**config.mk**
```make
export PLATFORM = sky130hd
export DESIGN_NAME = filename_to_fcb_parser
export DESIGN_NICKNAME = d
export VERILOG_FILES = /design/src/design/fcbp_pkg.sv /design/src/design/filename_to_fcb_parser.sv
export SDC_FILE = /design/constraint.sdc
export NUM_CORES = 1
export LEC_CHECK = 0
export ABC_AREA = 1
export BUFFER_PORTS_ARGS = -buffer_cell sky130_fd_sc_hd__buf_2
export CAP_MARGIN = 20
export CORE_MARGIN = 5
export CORE_UTILIZATION = 64
export DETAILED_ROUTE_END_ITERATION = 8
export PLACE_DENSITY = 0.8
export SKIP_LAST_GASP = 1
export SYNTH_ARGS = -nofsm -noshare
export SYNTH_HDL_FRONTEND = slang
export SYNTH_SLANG_ARGS = --single-unit
```
**constraint.sdc**
```tcl
create_clock -name clk_i -period 8.69 [get_ports clk_i]
set_input_delay 1.738 -clock clk_i [delete_from_list [all_inputs] [get_ports clk_i]]
set_output_delay 1.738 -clock clk_i [all_outputs]
set_load 0.01 [all_outputs]
```
**src/design/fcbp_pkg.sv**
```systemverilog
// fcbp_pkg: types, character constants and helper functions for the
// 8.3 file control block parser. No dependencies.
package fcbp_pkg;

  localparam int CONSUMED_MAX = 255;
  localparam int COUNT_LIMIT  = (CONSUMED_MAX < 255) ? CONSUMED_MAX : 255;

  localparam logic [7:0] CH_NUL   = 8'h00;
  localparam logic [7:0] CH_TAB   = 8'h09;
  localparam logic [7:0] CH_SPACE = 8'h20;
  localparam logic [7:0] CH_STAR  = 8'h2A;
  localparam logic [7:0] CH_QMARK = 8'h3F;
  localparam logic [7:0] CH_AT    = 8'h40;
  localparam logic [7:0] CH_COLON = 8'h3A;
  localparam logic [7:0] CH_DOT   = 8'h2E;
  localparam logic [7:0] CH_UPA   = 8'h41;
  localparam logic [7:0] CH_UPZ   = 8'h5A;
  localparam logic [7:0] CH_LOA   = 8'h61;
  localparam logic [7:0] CH_LOZ   = 8'h7A;
  localparam logic [7:0] CASE_GAP = 8'd32;
  localparam logic [7:0] BAD_DRIVE = 8'hFF;

  localparam int OPT_SKIP_SEP   = 0;
  localparam int OPT_KEEP_DRIVE = 1;
  localparam int OPT_KEEP_NAME  = 2;
  localparam int OPT_KEEP_EXT   = 3;

  localparam int NAME_LEN = 8;
  localparam int EXT_LEN  = 3;

  localparam logic [3:0] LAST_OFFSET = 4'd15;

  typedef enum logic [2:0] {
    PH_IDLE    = 3'd0,
    PH_SKIPSEP = 3'd1,
    PH_SKIPWS  = 3'd2,
    PH_DRVWAIT = 3'd3,
    PH_NAME    = 3'd4,
    PH_DOTCHK  = 3'd5,
    PH_EXT     = 3'd6
  } phase_e;

  typedef struct packed {
    logic [NAME_LEN-1:0][7:0] name;
    logic [3:0]               idx;
    logic                     wild;
    logic [7:0]               cnt;
  } name_st_t;

  function automatic logic is_delim(logic [7:0] c);
    return (c inside {8'h2E, 8'h22, 8'h2F, 8'h5B, 8'h5D, 8'h3A, 8'h2B, 8'h3D,
                      8'h3B, 8'h2C, CH_TAB, CH_SPACE}) ||
           (c < 8'd32) || (c >= 8'd128);
  endfunction

  // upper-cased character, zero for terminator or delimiter
  function automatic logic [7:0] letter_of(logic [7:0] c);
    logic [7:0] u;
    u = c;
    if (c >= CH_LOA && c <= CH_LOZ) begin
      u = c - CASE_GAP;
    end
    if (c == CH_NUL || is_delim(u)) begin
      u = CH_NUL;
    end
    return u;
  endfunction

  function automatic logic [7:0] count_up(logic [7:0] cnt);
    return (cnt < 8'(COUNT_LIMIT)) ? cnt + 8'd1 : cnt;
  endfunction

  function automatic name_st_t name_take(name_st_t s, logic [7:0] g);
    name_st_t r;
    r = s;
    if (g == CH_STAR) begin
      for (int i = 0; i < NAME_LEN; i++) begin
        if (4'(i) >= r.idx) begin
          r.name[i] = CH_QMARK;
        end
      end
      r.idx  = 4'(NAME_LEN);
      r.wild = 1'b1;
    end else begin
      r.name[r.idx[2:0]] = g;
      r.idx = r.idx + 4'd1;
      if (g == CH_QMARK) begin
        r.wild = 1'b1;
      end
    end
    r.cnt = count_up(r.cnt);
    return r;
  endfunction

endpackage

```
**src/design/filename_to_fcb_parser.sv**
```systemverilog
// filename_to_fcb_parser: streams text characters into an 8.3 file control
// block image and drains the 16 image bytes when a parse ends.
// Depends on fcbp_pkg.
//
// Usage:
//   Input channel (in_valid_i / in_stall_o) carries one word per character:
//   ch_i and start_req_i. start_req_i = 1 opens a new parse on that character.
//   Output channel (out_valid_o / out_stall_i) carries one image byte per
//   word: fcb_offset_o, fcb_byte_o, last_o, wildcard_res_o, consumed_o.
//   Configuration channel (cfg_valid_i / cfg_ready_o) writes parse_options
//   (4 bits); it is always ready and takes effect on the next character.
// Throughput: one character per cycle while in_stall_o is low. Each
//   character is decided in the cycle it is accepted, in one pass of logic
//   between the state registers.
// Output: the first byte of a finished parse shows on the output in the
//   cycle after the ending character; the 16 bytes then leave at one per
//   cycle that out_stall_i is low. The finished image is copied to an output
//   frame, so characters keep flowing while it drains; in_stall_o rises only
//   for a character that would end a parse before the previous frame has left.
// Reset: returns to idle, options zero; characters are ignored until a
//   start_req_i. A stall on the output holds the current byte in place.
module filename_to_fcb_parser (
  input  logic       clk_i,
  input  logic       rst_ni,
  input  logic       cfg_valid_i,
  output logic       cfg_ready_o,
  input  logic [3:0] cfg_data_i,
  input  logic       in_valid_i,
  output logic       in_stall_o,
  input  logic [7:0] ch_i,
  input  logic       start_req_i,
  output logic       out_valid_o,
  input  logic       out_stall_i,
  output logic [3:0] fcb_offset_o,
  output logic [7:0] fcb_byte_o,
  output logic       last_o,
  output logic       wildcard_res_o,
  output logic [7:0] consumed_o
);

  fcbp_pkg::phase_e                           phase_q, phase_d;
  logic [3:0]                                 opts_q;
  logic [7:0]                                 held_q, held_d;
  logic [3:0]                                 name_idx_q, name_idx_d;
  logic [1:0]                                 ext_idx_q, ext_idx_d;
  logic                                       wild_q, wild_d;
  logic [7:0]                                 cnt_q, cnt_d;
  logic [7:0]                                 drive_q, drive_d;
  logic [fcbp_pkg::NAME_LEN-1:0][7:0]         name_q, name_d;
  logic [fcbp_pkg::EXT_LEN-1:0][7:0]          ext_q, ext_d;
  logic [7:0]                                 frm_drive_q;
  logic [fcbp_pkg::NAME_LEN-1:0][7:0]         frm_name_q;
  logic [fcbp_pkg::EXT_LEN-1:0][7:0]          frm_ext_q;
  logic                                       frm_wild_q;
  logic [7:0]                                 frm_cnt_q;
  logic                                       out_valid_q, out_valid_d;
  logic [3:0]                                 out_idx_q, out_idx_d;
  logic                                       in_fin;
  logic                                       in_acc;
  logic                                       fin_acc;
  logic                                       out_acc;
  logic                                       out_free;

  assign cfg_ready_o = 1'b1;
  assign out_acc     = out_valid_q && !out_stall_i;
  assign out_free    = !out_valid_q || (out_acc && out_idx_q == fcbp_pkg::LAST_OFFSET);
  assign in_stall_o  = in_fin && !out_free;
  assign in_acc      = in_valid_i && !in_stall_o;
  assign fin_acc     = in_acc && in_fin;

  always_comb begin
    fcbp_pkg::phase_e   ph;
    fcbp_pkg::name_st_t ns;
    logic [7:0]         g;
    logic               done;
    logic               fin;

    ph          = phase_q;
    held_d      = held_q;
    ext_idx_d   = ext_idx_q;
    drive_d     = drive_q;
    ext_d       = ext_q;
    ns.name     = name_q;
    ns.idx      = name_idx_q;
    ns.wild     = wild_q;
    ns.cnt      = cnt_q;
    done        = 1'b0;
    fin         = 1'b0;
    g           = fcbp_pkg::CH_NUL;

    if (in_valid_i) begin
      if (start_req_i) begin
        ns.idx    = 4'd0;
        ext_idx_d = 2'd0;
        ns.wild   = 1'b0;
        ns.cnt    = 8'd0;
        held_d    = fcbp_pkg::CH_NUL;
        if (!opts_q[fcbp_pkg::OPT_KEEP_DRIVE]) begin
          drive_d = fcbp_pkg::CH_NUL;
        end
        if (!opts_q[fcbp_pkg::OPT_KEEP_NAME]) begin
          for (int i = 0; i < fcbp_pkg::NAME_LEN; i++) begin
            ns.name[i] = fcbp_pkg::CH_SPACE;
          end
        end
        if (!opts_q[fcbp_pkg::OPT_KEEP_EXT]) begin
          for (int i = 0; i < fcbp_pkg::EXT_LEN; i++) begin
            ext_d[i] = fcbp_pkg::CH_SPACE;
          end
        end
        ph = opts_q[fcbp_pkg::OPT_SKIP_SEP] ? fcbp_pkg::PH_SKIPSEP : fcbp_pkg::PH_SKIPWS;
      end

      if (ph == fcbp_pkg::PH_SKIPSEP) begin
        if (ch_i != fcbp_pkg::CH_NUL && fcbp_pkg::is_delim(ch_i) &&
            ch_i != fcbp_pkg::CH_COLON) begin
          ns.cnt = fcbp_pkg::count_up(ns.cnt);
          done   = 1'b1;
        end else begin
          ph = fcbp_pkg::PH_SKIPWS;
          if (ch_i == fcbp_pkg::CH_COLON) begin
            ns.cnt = fcbp_pkg::count_up(ns.cnt);
            done   = 1'b1;
          end
        end
      end

      if (!done && ph == fcbp_pkg::PH_SKIPWS) begin
        if (ch_i == fcbp_pkg::CH_SPACE || ch_i == fcbp_pkg::CH_TAB) begin
          ns.cnt = fcbp_pkg::count_up(ns.cnt);
          done   = 1'b1;
        end else if (fcbp_pkg::letter_of(ch_i) != fcbp_pkg::CH_NUL) begin
          held_d = ch_i;
          ph     = fcbp_pkg::PH_DRVWAIT;
          done   = 1'b1;
        end else begin
          ph = fcbp_pkg::PH_NAME;
        end
      end

      if (!done && ph == fcbp_pkg::PH_DRVWAIT) begin
        g = fcbp_pkg::letter_of(held_q);
        if (ch_i == fcbp_pkg::CH_COLON) begin
          drive_d = (g >= fcbp_pkg::CH_UPA && g <= fcbp_pkg::CH_UPZ) ?
                    g - fcbp_pkg::CH_AT : fcbp_pkg::BAD_DRIVE;
          ns.cnt  = fcbp_pkg::count_up(fcbp_pkg::count_up(ns.cnt));
          ph      = fcbp_pkg::PH_NAME;
          done    = 1'b1;
        end else begin
          ph = fcbp_pkg::PH_NAME;
          if (g != fcbp_pkg::CH_NUL) begin
            ns = fcbp_pkg::name_take(ns, g);
            if (ns.idx >= 4'(fcbp_pkg::NAME_LEN)) begin
              ph = fcbp_pkg::PH_DOTCHK;
            end
          end
        end
      end

      if (!done && ph == fcbp_pkg::PH_NAME) begin
        g = fcbp_pkg::letter_of(ch_i);
        if (g == fcbp_pkg::CH_NUL) begin
          ph = fcbp_pkg::PH_DOTCHK;
        end else begin
          ns = fcbp_pkg::name_take(ns, g);
          if (ns.idx >= 4'(fcbp_pkg::NAME_LEN)) begin
            ph = fcbp_pkg::PH_DOTCHK;
          end
          done = 1'b1;
        end
      end

      if (!done && ph == fcbp_pkg::PH_DOTCHK) begin
        if (ch_i == fcbp_pkg::CH_DOT) begin
          ns.cnt    = fcbp_pkg::count_up(ns.cnt);
          ext_idx_d = 2'd0;
          ph        = fcbp_pkg::PH_EXT;
        end else begin
          fin = 1'b1;
        end
        done = 1'b1;
      end

      if (!done && ph == fcbp_pkg::PH_EXT) begin
        g = fcbp_pkg::letter_of(ch_i);
        if (g == fcbp_pkg::CH_NUL) begin
          fin = 1'b1;
        end else begin
          ns.cnt = fcbp_pkg::count_up(ns.cnt);
          if (g == fcbp_pkg::CH_STAR) begin
            for (int i = 0; i < fcbp_pkg::EXT_LEN; i++) begin
              if (2'(i) >= ext_idx_d) begin
                ext_d[i] = fcbp_pkg::CH_QMARK;
              end
            end
            ext_idx_d = 2'(fcbp_pkg::EXT_LEN);
            ns.wild   = 1'b1;
            fin       = 1'b1;
          end else begin
            ext_d[ext_idx_d] = g;
            ext_idx_d        = ext_idx_d + 2'd1;
            if (g == fcbp_pkg::CH_QMARK) begin
              ns.wild = 1'b1;
            end
            if (ext_idx_d >= 2'(fcbp_pkg::EXT_LEN)) begin
              fin = 1'b1;
            end
          end
        end
      end

      if (fin) begin
        ph = fcbp_pkg::PH_IDLE;
      end
    end

    in_fin     = fin;
    phase_d    = ph;
    name_d     = ns.name;
    name_idx_d = ns.idx;
    wild_d     = ns.wild;
    cnt_d      = ns.cnt;
  end

  always_comb begin
    out_valid_d = out_valid_q;
    out_idx_d   = out_idx_q;
    if (fin_acc) begin
      out_valid_d = 1'b1;
      out_idx_d   = 4'd0;
    end else if (out_acc) begin
      if (out_idx_q == fcbp_pkg::LAST_OFFSET) begin
        out_valid_d = 1'b0;
      end else begin
        out_idx_d = out_idx_q + 4'd1;
      end
    end
  end

  always_ff @(posedge clk_i or negedge rst_ni) begin
    if (!rst_ni) begin
      phase_q     <= fcbp_pkg::PH_IDLE;
      opts_q      <= 4'd0;
      held_q      <= 8'd0;
      name_idx_q  <= 4'd0;
      ext_idx_q   <= 2'd0;
      wild_q      <= 1'b0;
      cnt_q       <= 8'd0;
      frm_wild_q  <= 1'b0;
      frm_cnt_q   <= 8'd0;
      out_valid_q <= 1'b0;
      out_idx_q   <= 4'd0;
    end else begin
      if (in_acc) begin
        phase_q    <= phase_d;
        held_q     <= held_d;
        name_idx_q <= name_idx_d;
        ext_idx_q  <= ext_idx_d;
        wild_q     <= wild_d;
        cnt_q      <= cnt_d;
      end
      if (fin_acc) begin
        frm_wild_q <= wild_d;
        frm_cnt_q  <= cnt_d;
      end
      out_valid_q <= out_valid_d;
      out_idx_q   <= out_idx_d;
      if (cfg_valid_i && cfg_ready_o) begin
        opts_q <= cfg_data_i;
      end
    end
  end

  always_ff @(posedge clk_i) begin
    if (in_acc) begin
      drive_q <= drive_d;
      name_q  <= name_d;
      ext_q   <= ext_d;
    end
    if (fin_acc) begin
      frm_drive_q <= drive_d;
      frm_name_q  <= name_d;
      frm_ext_q   <= ext_d;
    end
  end

  always_comb begin
    case (out_idx_q) inside
      4'd0:          fcb_byte_o = frm_drive_q;
      [4'd1:4'd8]:   fcb_byte_o = frm_name_q[3'(out_idx_q - 4'd1)];
      [4'd9:4'd11]:  fcb_byte_o = frm_ext_q[2'(out_idx_q - 4'd9)];
      default:       fcb_byte_o = fcbp_pkg::CH_NUL;
    endcase
  end

  assign out_valid_o    = out_valid_q;
  assign fcb_offset_o   = out_idx_q;
  assign last_o         = (out_idx_q == fcbp_pkg::LAST_OFFSET);
  assign wildcard_res_o = frm_wild_q;
  assign consumed_o     = frm_cnt_q;

endmodule

```
==> metrics.md, run 1 <==
| Metric | Value |
|---|---|
| Total grt overflow | 0 |
| Period utilization | a little over nine tenths |
| P per Cell Area | 288 nW/µm² |
| GRT Resource Usage Total | 35.5% |
| TNS Setup | 0 ns |
| CTS tree | done |
| Mapped cell area | between 15,000 and 20,000 µm² |
| Crit path kind | in -> out |
| Placed insts | between 2,000 and 3,000 |
| Clock latency on the worst-skew pair | 0.54 ns |
| Root buf cell | clkbuf_16 |
| Num Clock Sinks | 236 |
| Top cell type's share of synthesized area | between 30% and 40% |
| CTS Buf Count | 26 |
| DP Wirelength | about 37,000 µm |
| Endpoint class of the critical path | output pin |
| Worst path required time | between 6 and 7 ns |
| R2r setup slk | ~1.4 ns |
| Hold Violations, Final | 0 |
| Period minus WS final | ~8.3 ns |
| # diodes | 0 |
| Final worst setup slack | around 0.35 ns |
| FF+latch count, synth | between 200 and 250 |
| CTS H-Tree Depth | 1 |
| Most frequent cell after synthesis | nand2_1 |
| Crit start category | primary input |
| Pins Over Slew Limit | 0 |
| Gate count of the mapped netlist | 2,181 |
| Die H | between 150 and 200 µm |
| Worst-Margin Slew | ~0.9 ns |
| Power consumption | between 5000 and 6000 µW |
| Most frequent cell on the critical path | nand2_1 |
| Outcome | finished, final reports clean |
| Fraction of registers with async set/reset | 18.6% |
| Slew headroom | 40.1% |
| Crit path max-delay cell type | nor3_4 |
| Clock transition at path regs | 0.05 ns |
| CP peak stage delay | between 0.2 and 0.3 ns |
| Worst Path Arrival | between 6 and 7 ns |
| Hold buffers post-CTS | 0 |
| Post-synthesis sequential area ratio | a little over two fifths |
| First-pass GRT wire length | 81,800 µm |
| Buffers added on ports | 41 |
| Core area | 25,300 µm² |
| Die width | 170 µm |
| Drt total wl | 52,700 µm |
| Number of synthesized flops with an enable pin | 192 |
| Antenna violations before repair | 0 |
| RSZ-0062 raised after global routing | yes |
| Leak pwr | 0.00776 µW |
| Share of cells above drive strength 1 | between 10% and 20% |
| Ranking of synthesized cells by area | edfxtp_1 35%, nand2_1 10%, dfrtp_1 6.7% |
| 1st-pass router iterations | 7 |
| Largest net degree at the start of global routing | 77 |
| Initial DRC Count | approximately 2,800 |
| Total Nets Final | between 2,000 and 2,500 |
| Mean Syn Cell Area | around 7.5 µm² |
| YS warnings | 0 |
| Final ANT Viol Nets | 0 |
| Top Ports | 43 |
| Die area | between 20,000 and 30,000 µm² |
| Max Clk Rate | 0.120 GHz |
| Initial Util | roughly 65% |
| Top cells by count, synth | 455 x nand2_1, 273 x nor2_1, 271 x inv_1, 214 x o21ai_0, 192 x edfxtp_1 |
| Main flop type after synthesis | edfxtp_1 |
| Hold/Removal Path Class | reg -> reg |
| GPL Wtd Cong | about 1.0 |
| Maximum VDD drop | between 0.0004 and 0.0005 V |
| DRC errors left | 0 |
| Max Cap Viol | 0 |
| Worst clock skew | ~0.018 ns |
| Setup-failing EPs final | 0 |
| Yosys top cell by area | edfxtp_1 |
| Vias in the first global route | 15,202 |
| Crit-path max FO | 6 |
| Via count | about 16,000 |
| CTS Buffer Depth | 3 |
| Drt via density | 6.37 |
| Netlist cell types | 60 |
| Hold slack | 0.476 ns |
| DP Worst Slack | -0.0381 ns |
| Placement Rows | 58 |
| WL/cell | 20.4 µm |
| Area delta synth->final | 10.9% |
| Finished Layout Cells | roughly 2,600 |
-- layer usage --
layer / wire (µm) / track usage, % / up-vias / share of wire (%)
met4: 3350 / 18.7 / 0 / 6.4
met3: 6560 / 7.53 / 218 / 12
met5: 0 / 0 / - / 0
met1: 19800 / 47.9 / 7521 / 38
met2: 23000 / 54.0 / 1154 / 44
li1: - / - / 7548 / -
-- registers in the layout, summed over array words and instances (netlist names), 2 cells and up --
register / cells
fcb_offset_o: 4
frm_ext_q: 24
phase_q: 3
name_idx_q: 4
ext_q: 24
frm_name_q: 64
ext_idx_q: 2
consumed_o: 8
cnt_q: 8
held_q: 8
opts_q: 4
name_q: 64
frm_drive_q: 8
drive_q: 8
-- critical path: cells and delay by family --
family | cells | cell delay [ns]
and+or+nand+nor | 32 | 3.38
buffers and inverters | 10 | 0.81
AOI/OAI and AO/OA | 2 | 0.36
xor gates and xnor gates | 1 | 0.17
adders and majority gates | 1 | 0.17
-- worst paths after layout --
kind                                                start                     endpoint  cells after the start
worst min-delay path            consumed_o[3]$_DFFE_PN0P_    consumed_o[3]$_DFFE_PN0P_                      2
worst max register to register      held_q[3]$_DFFE_PN0P_           ext_q[5]$_DFFE_PN_                     46
worst min register to register  consumed_o[3]$_DFFE_PN0P_    consumed_o[3]$_DFFE_PN0P_                      2
min in group asynchronous                          rst_ni  fcb_offset_o[3]$_DFFE_PN0P_                      2
worst max-delay path                              ch_i[2]                   in_stall_o                     46
max in group asynchronous                          rst_ni    consumed_o[3]$_DFFE_PN0P_                      2
-- layout make-up --
class / instances / area (µm²)
multi-input cells: 1555 / 8200
repair buffers: 104 / 711
clock inverters: 10 / 136
fillers: 2020 / 7040
clock buffers: 37 / 712
well taps: 330 / 413
flip-flops and latches: 236 / 6870
inverters: 310 / 1170
-- cells in the final DEF, fill, tap and decap left out, types with 21 or more instances in the layout --
| cell | count |
|---|---|
| a21oi_1 | 75 |
| inv_2 | 30 |
| buf_2 | 38 |
| nand4_1 | 45 |
| buf_4 | 61 |
| o21ai_0 | 214 |
| inv_1 | 269 |
| o221ai_1 | 26 |
| nand2_2 | 28 |
| a32oi_1 | 21 |
| nand2_1 | 452 |
| o22ai_1 | 48 |
| o211ai_1 | 51 |
| nor2_1 | 266 |
| dfrtp_1 | 44 |
| edfxtp_1 | 192 |
| clkbuf_16 | 26 |
| ha_1 | 22 |
| nand3_1 | 117 |
-- through the flow --
step,utilization [%],cell area [µm²]
global route,72.1,18200
finish,72.1,18200
CTS,71.2,18000
global placement,67.8,17100
floorplan,-,16400
detailed placement,67.8,17100
-- repair_timing --
item                                    in CTS  in global routing
endpoints found under the setup margin       0                 17
setup buffers                                0                 10
gates resized for setup                      0                 38
-- power by group --
part / switching [µW] / internal (µW) / leakage, µW / total, µW
Sequential: 119 / 1550 / 0.00236 / 1670
Combinational: 1720 / 745 / 0.00498 / 2460
Clock: 456 / 658 / 0.000411 / 1110
Total: 2290 / 2950 / 0.00776 / 5250
-- logic make-up after synthesis --
family | share of synthesized area (%)
xor gates and xnor gates | 0.373
muxes | 0.335
buffers and inverters | 9.25
AOI/OAI and AO/OA | 18.7
and+or+nand+nor | 27.5
DFF | 41.8
other | 0.0228
adders and majority gates | 2.06
(Power assumes the default switching activity.)
==> run 2: changes to the inputs <==
--- a/config.mk
+++ b/config.mk
@@ -5,12 +5,12 @@
 export SDC_FILE = /design/constraint.sdc
 export NUM_CORES = 1
 export LEC_CHECK = 0
-export ABC_AREA = 1
 export BUFFER_PORTS_ARGS = -buffer_cell sky130_fd_sc_hd__buf_2
 export CAP_MARGIN = 20
 export CORE_MARGIN = 5
 export CORE_UTILIZATION = 64
 export DETAILED_ROUTE_END_ITERATION = 8
+export GPL_TIMING_DRIVEN = 0
 export PLACE_DENSITY = 0.8
 export SKIP_LAST_GASP = 1
 export SYNTH_ARGS = -nofsm -noshare
==> run 2 against run 1 <==
- the run now ends with setup timing left
- synthesized area is 2.9% lower
- hold slack improved by 0.0056 ns
- core utilization up 5.2 points
- critical path type is now in -> reg
- largest power group unchanged
==> metrics.md, run 2 <==
| Metric | Value |
|---|---|
| R2R Path End | consumed_o[1]$_DFFE_PN0P_ |
| Placement Rows | 57 |
| Hold path endpoint | ext_idx_q[1]$_DFFE_PN0P_ |
| Top Ports | 43 |
| Leading cell type in the layout, fill and taps excluded | edfxtp_1 |
| Largest regs | frm_name_q x64, name_q x64 |
| Mapped cell area | around 16,000 µm² |
| Total grt overflow | 0 |
| GRT Resource Usage Total | between 30% and 40% |
| Antenna violations before repair | 1 |
| Hold Path Stages | 2 |
| Sw Ratio | around two fifths |
| CTS Buffer Depth | 3 |
| TNS Setup | -21.48 ns |
| Number of synthesized flops with an enable pin | 192 |
| First-pass GRT wire length | ~83,000 µm |
| Final ANT Viol Nets | 0 |
| Die width | around 170 µm |
| Area of the multi-input gates | 9100 µm² |
| CTS H-Tree Depth | 1 |
| Clock transition at path regs | about 0.060 ns |
| Core area | between 20,000 and 25,000 µm² |
| DP Worst Slack | -3.72 ns |
| Reg-to-reg startpoint | cnt_q[0]$_DFFE_PN0N_ |
| Worst clock skew | approximately 0.025 ns |
| # diodes | 0 |
| Worst-Margin Slew | around 1.2 ns |
| Violated checks | setup timing |
| Ranking of synthesized cells by area | edfxtp_1 36%, dfrtp_1 6.9%, nand2_1 4.0% |
| Comb power frac | 42.3% |
| CP bufs+invs | 12 |
| FF+latch count, synth | roughly 240 |
| Period minus WS final | about 10 ns |
| Max Clk Rate | approximately 0.099 GHz |
| Leak pwr | roughly 0.007 µW |
| DRC errors left | 0 |
| Pint | roughly 2800 µW |
| Die area | approximately 28,000 µm² |
| Crit path kind | in -> reg |
| Maximum VDD drop | around 0.00027 V |
| Max Cap Viol | 0 |
| Hold/Removal Path Class | reg -> reg |
| Initial DRC Count | between 2,000 and 2,500 |
| Most frequent cell on the critical path | ha_4 |
| Most frequent cell after synthesis | edfxtp_1 |
| Num Clock Sinks | 236 |
| Total Nets Final | between 1,500 and 2,000 |
| Largest net degree at the start of global routing | 63 |
| Root buf cell | clkbuf_16 |
| Mean Syn Cell Area | around 9.5 µm² |
| Net switching power figure | about 1800 µW |
| Area delta synth->final | 18.4% |
| Drt via density | 7.24 |
| Endpoint class of the critical path | flop |
| Main flop type after synthesis | edfxtp_1 |
| Drt total wl | approximately 56,000 µm |
| Worst Path Arrival | 10.56 ns |
| Setup-failing EPs final | 16 |
| R2R cell count | just under 50 |
| Core Util, Final | between 70% and 80% |
| Die H | 168 µm |
| Period utilization | 117% |
| Crit-path max FO | 5 |
| FF/Latch Area | between 6000 and 7000 µm² |
| Top cell type's share of synthesized area | approximately 36% |
| R2r setup slk | -0.60 ns |
| Vias in the first global route | about 15,000 |
| Outcome | finished with violations |
| RSZ-0062 raised after global routing | yes |
| Post-synthesis sequential area ratio | a little over two fifths |
| Most frequent cells in the layout | 192 x edfxtp_1, 165 x nand2_1, 140 x nor2_1, 116 x a21oi_1, 114 x o21ai_0 |
| Buffers added on ports | 39 |
| Worst path required time | 9.11 ns |
| YS warnings | 0 |
| Hold path start | ext_idx_q[1]$_DFFE_PN0P_ |
| Fraction of registers with async set/reset | 18.6% |
| Share of cells above drive strength 1 | 20.4% |
| # fillers | approximately 1,700 |
| CTS Buf Count | 24 |
| Worst path depth | 52 |
| Hold Violations, Final | 0 |
| P per Cell Area | ~240 nW/µm² |
| GPL Wtd Cong | 1.01 |
| Crit start category | primary input |
| Hold buffers post-CTS | 0 |
| Share of total power in sequential cells | 34.4% |
| CP peak stage delay | ~0.6 ns |
| Crit path max-delay cell type | or4_4 |
| Clk network pwr share | a little under a quarter |
| Initial Util | about 65% |
| Pins Over Slew Limit | 0 |
| 1st-pass router iterations | 7 |
| Kind of cell adding the most delay to the critical path | compound AO/OA/AOI/OAI gates |
| WL/cell | 25.8 µm |
| Via count | approximately 16,000 |
| Clock latency on the worst-skew pair | ~0.55 ns |
| Netlist cell types | between 90 and 100 |
| CTS tree | done |
| Gate count of the mapped netlist | roughly 1,700 |
| Slew headroom | between 10% and 20% |
| Final worst setup slack | -1.45 ns |
| DP Wirelength | roughly 38,000 µm |
| Top cells by count, synth | 192 x edfxtp_1, 168 x nand2_1, 146 x nor2_1, 123 x a21oi_1, 116 x o21ai_0 |
| Yosys top cell by area | edfxtp_1 |
[run 2: changes by cell type after synthesis, sizes merged, moves of 30 or more]
cell / delta
nand2: -318
inv: -232
nor2: -160
o21ai: -101
nand3: -87
o211ai: -46
a21oi: +43
mux2: +38
a22oi: +32
nand4: -31
o22ai: -31
and2: +30
[run 2: logic make-up after synthesis]
group	Yosys count	synth area share, %
AO/OA/AOI/OAI	548	23.8
AND/OR/NAND/NOR	576	18.1
other	1	0.0235
buffers and inverters	174	4.33
XOR/XNOR	33	2.09
flip-flops	236	43.1
multiplexers	78	6.51
adder cells (fa/ha/maj)	26	2.04
[run 2: worst max-delay path by stage]
stage	endpoint	start	slack, ns
floorplan	consumed_o[1]$_DFFE_PN0P_	start_req_i	-2.15
global placement	cnt_q[0]$_DFFE_PN0N_	start_req_i	-3.67
detailed placement	cnt_q[0]$_DFFE_PN0N_	start_req_i	-3.72
CTS	consumed_o[1]$_DFFE_PN0P_	start_req_i	-1.32
global route	consumed_o[1]$_DFFE_PN0P_	start_req_i	-1.69
finish	consumed_o[1]$_DFFE_PN0P_	start_req_i	-1.45
[run 2: what timing repair did]
item	CTS	global route
endpoints found under the setup margin	17	17
pin swaps	34	25
setup buffers	49	28
gates resized for setup	50	50
[run 2: area by class of cell]
cell class	count	area share (%)
Sequential cell	236	36.4
Tap cell	324	2.15
Clock inverter	17	0.922
Inverter	72	1.46
Clock buffer	27	3.36
Timing Repair Buffer	127	5.02
Multi-Input combinational cell	1264	48.2
Buffer	99	2.47
[run 2: worst min-delay path, cell delays in order, from the launching register on]
cell	delay [ns]
dfrtp_1	0.33
nand2_1	0.04
o21ai_0	0.07
[run 2: layer usage]
metal | vias up | GRT usage, % | routed length, µm
li1 | 6692 | - | -
met1 | 7390 | 51.6 | 20700
met2 | 1315 | 57.0 | 24500
met3 | 276 | 9.94 | 7830
met4 | 2 | 14.7 | 2850
met5 | - | 0 | 13
[run 2: through the flow]
stage                     hold WS, ns  area, µm²  std cells  power (µW)
after floorplan                 0.442      16300       1674        2740
after global placement          0.456      16900       2037        3260
after detailed placement        0.464      17000       2045        3320
after CTS                       0.487      18400       2138        4460
after global routing            0.509      18900       2166        4780
final                           0.482      18900       2166        4620
[run 2: power groups by stage]
stage / combinational (µW) / clock [µW] / sequential, µW
after global placement: 1670 / 0 / 1600
after CTS: 1820 / 1070 / 1580
final: 1960 / 1080 / 1590
after floorplan: 1170 / 0 / 1570
after global routing: 2060 / 1120 / 1600
after detailed placement: 1720 / 0 / 1600
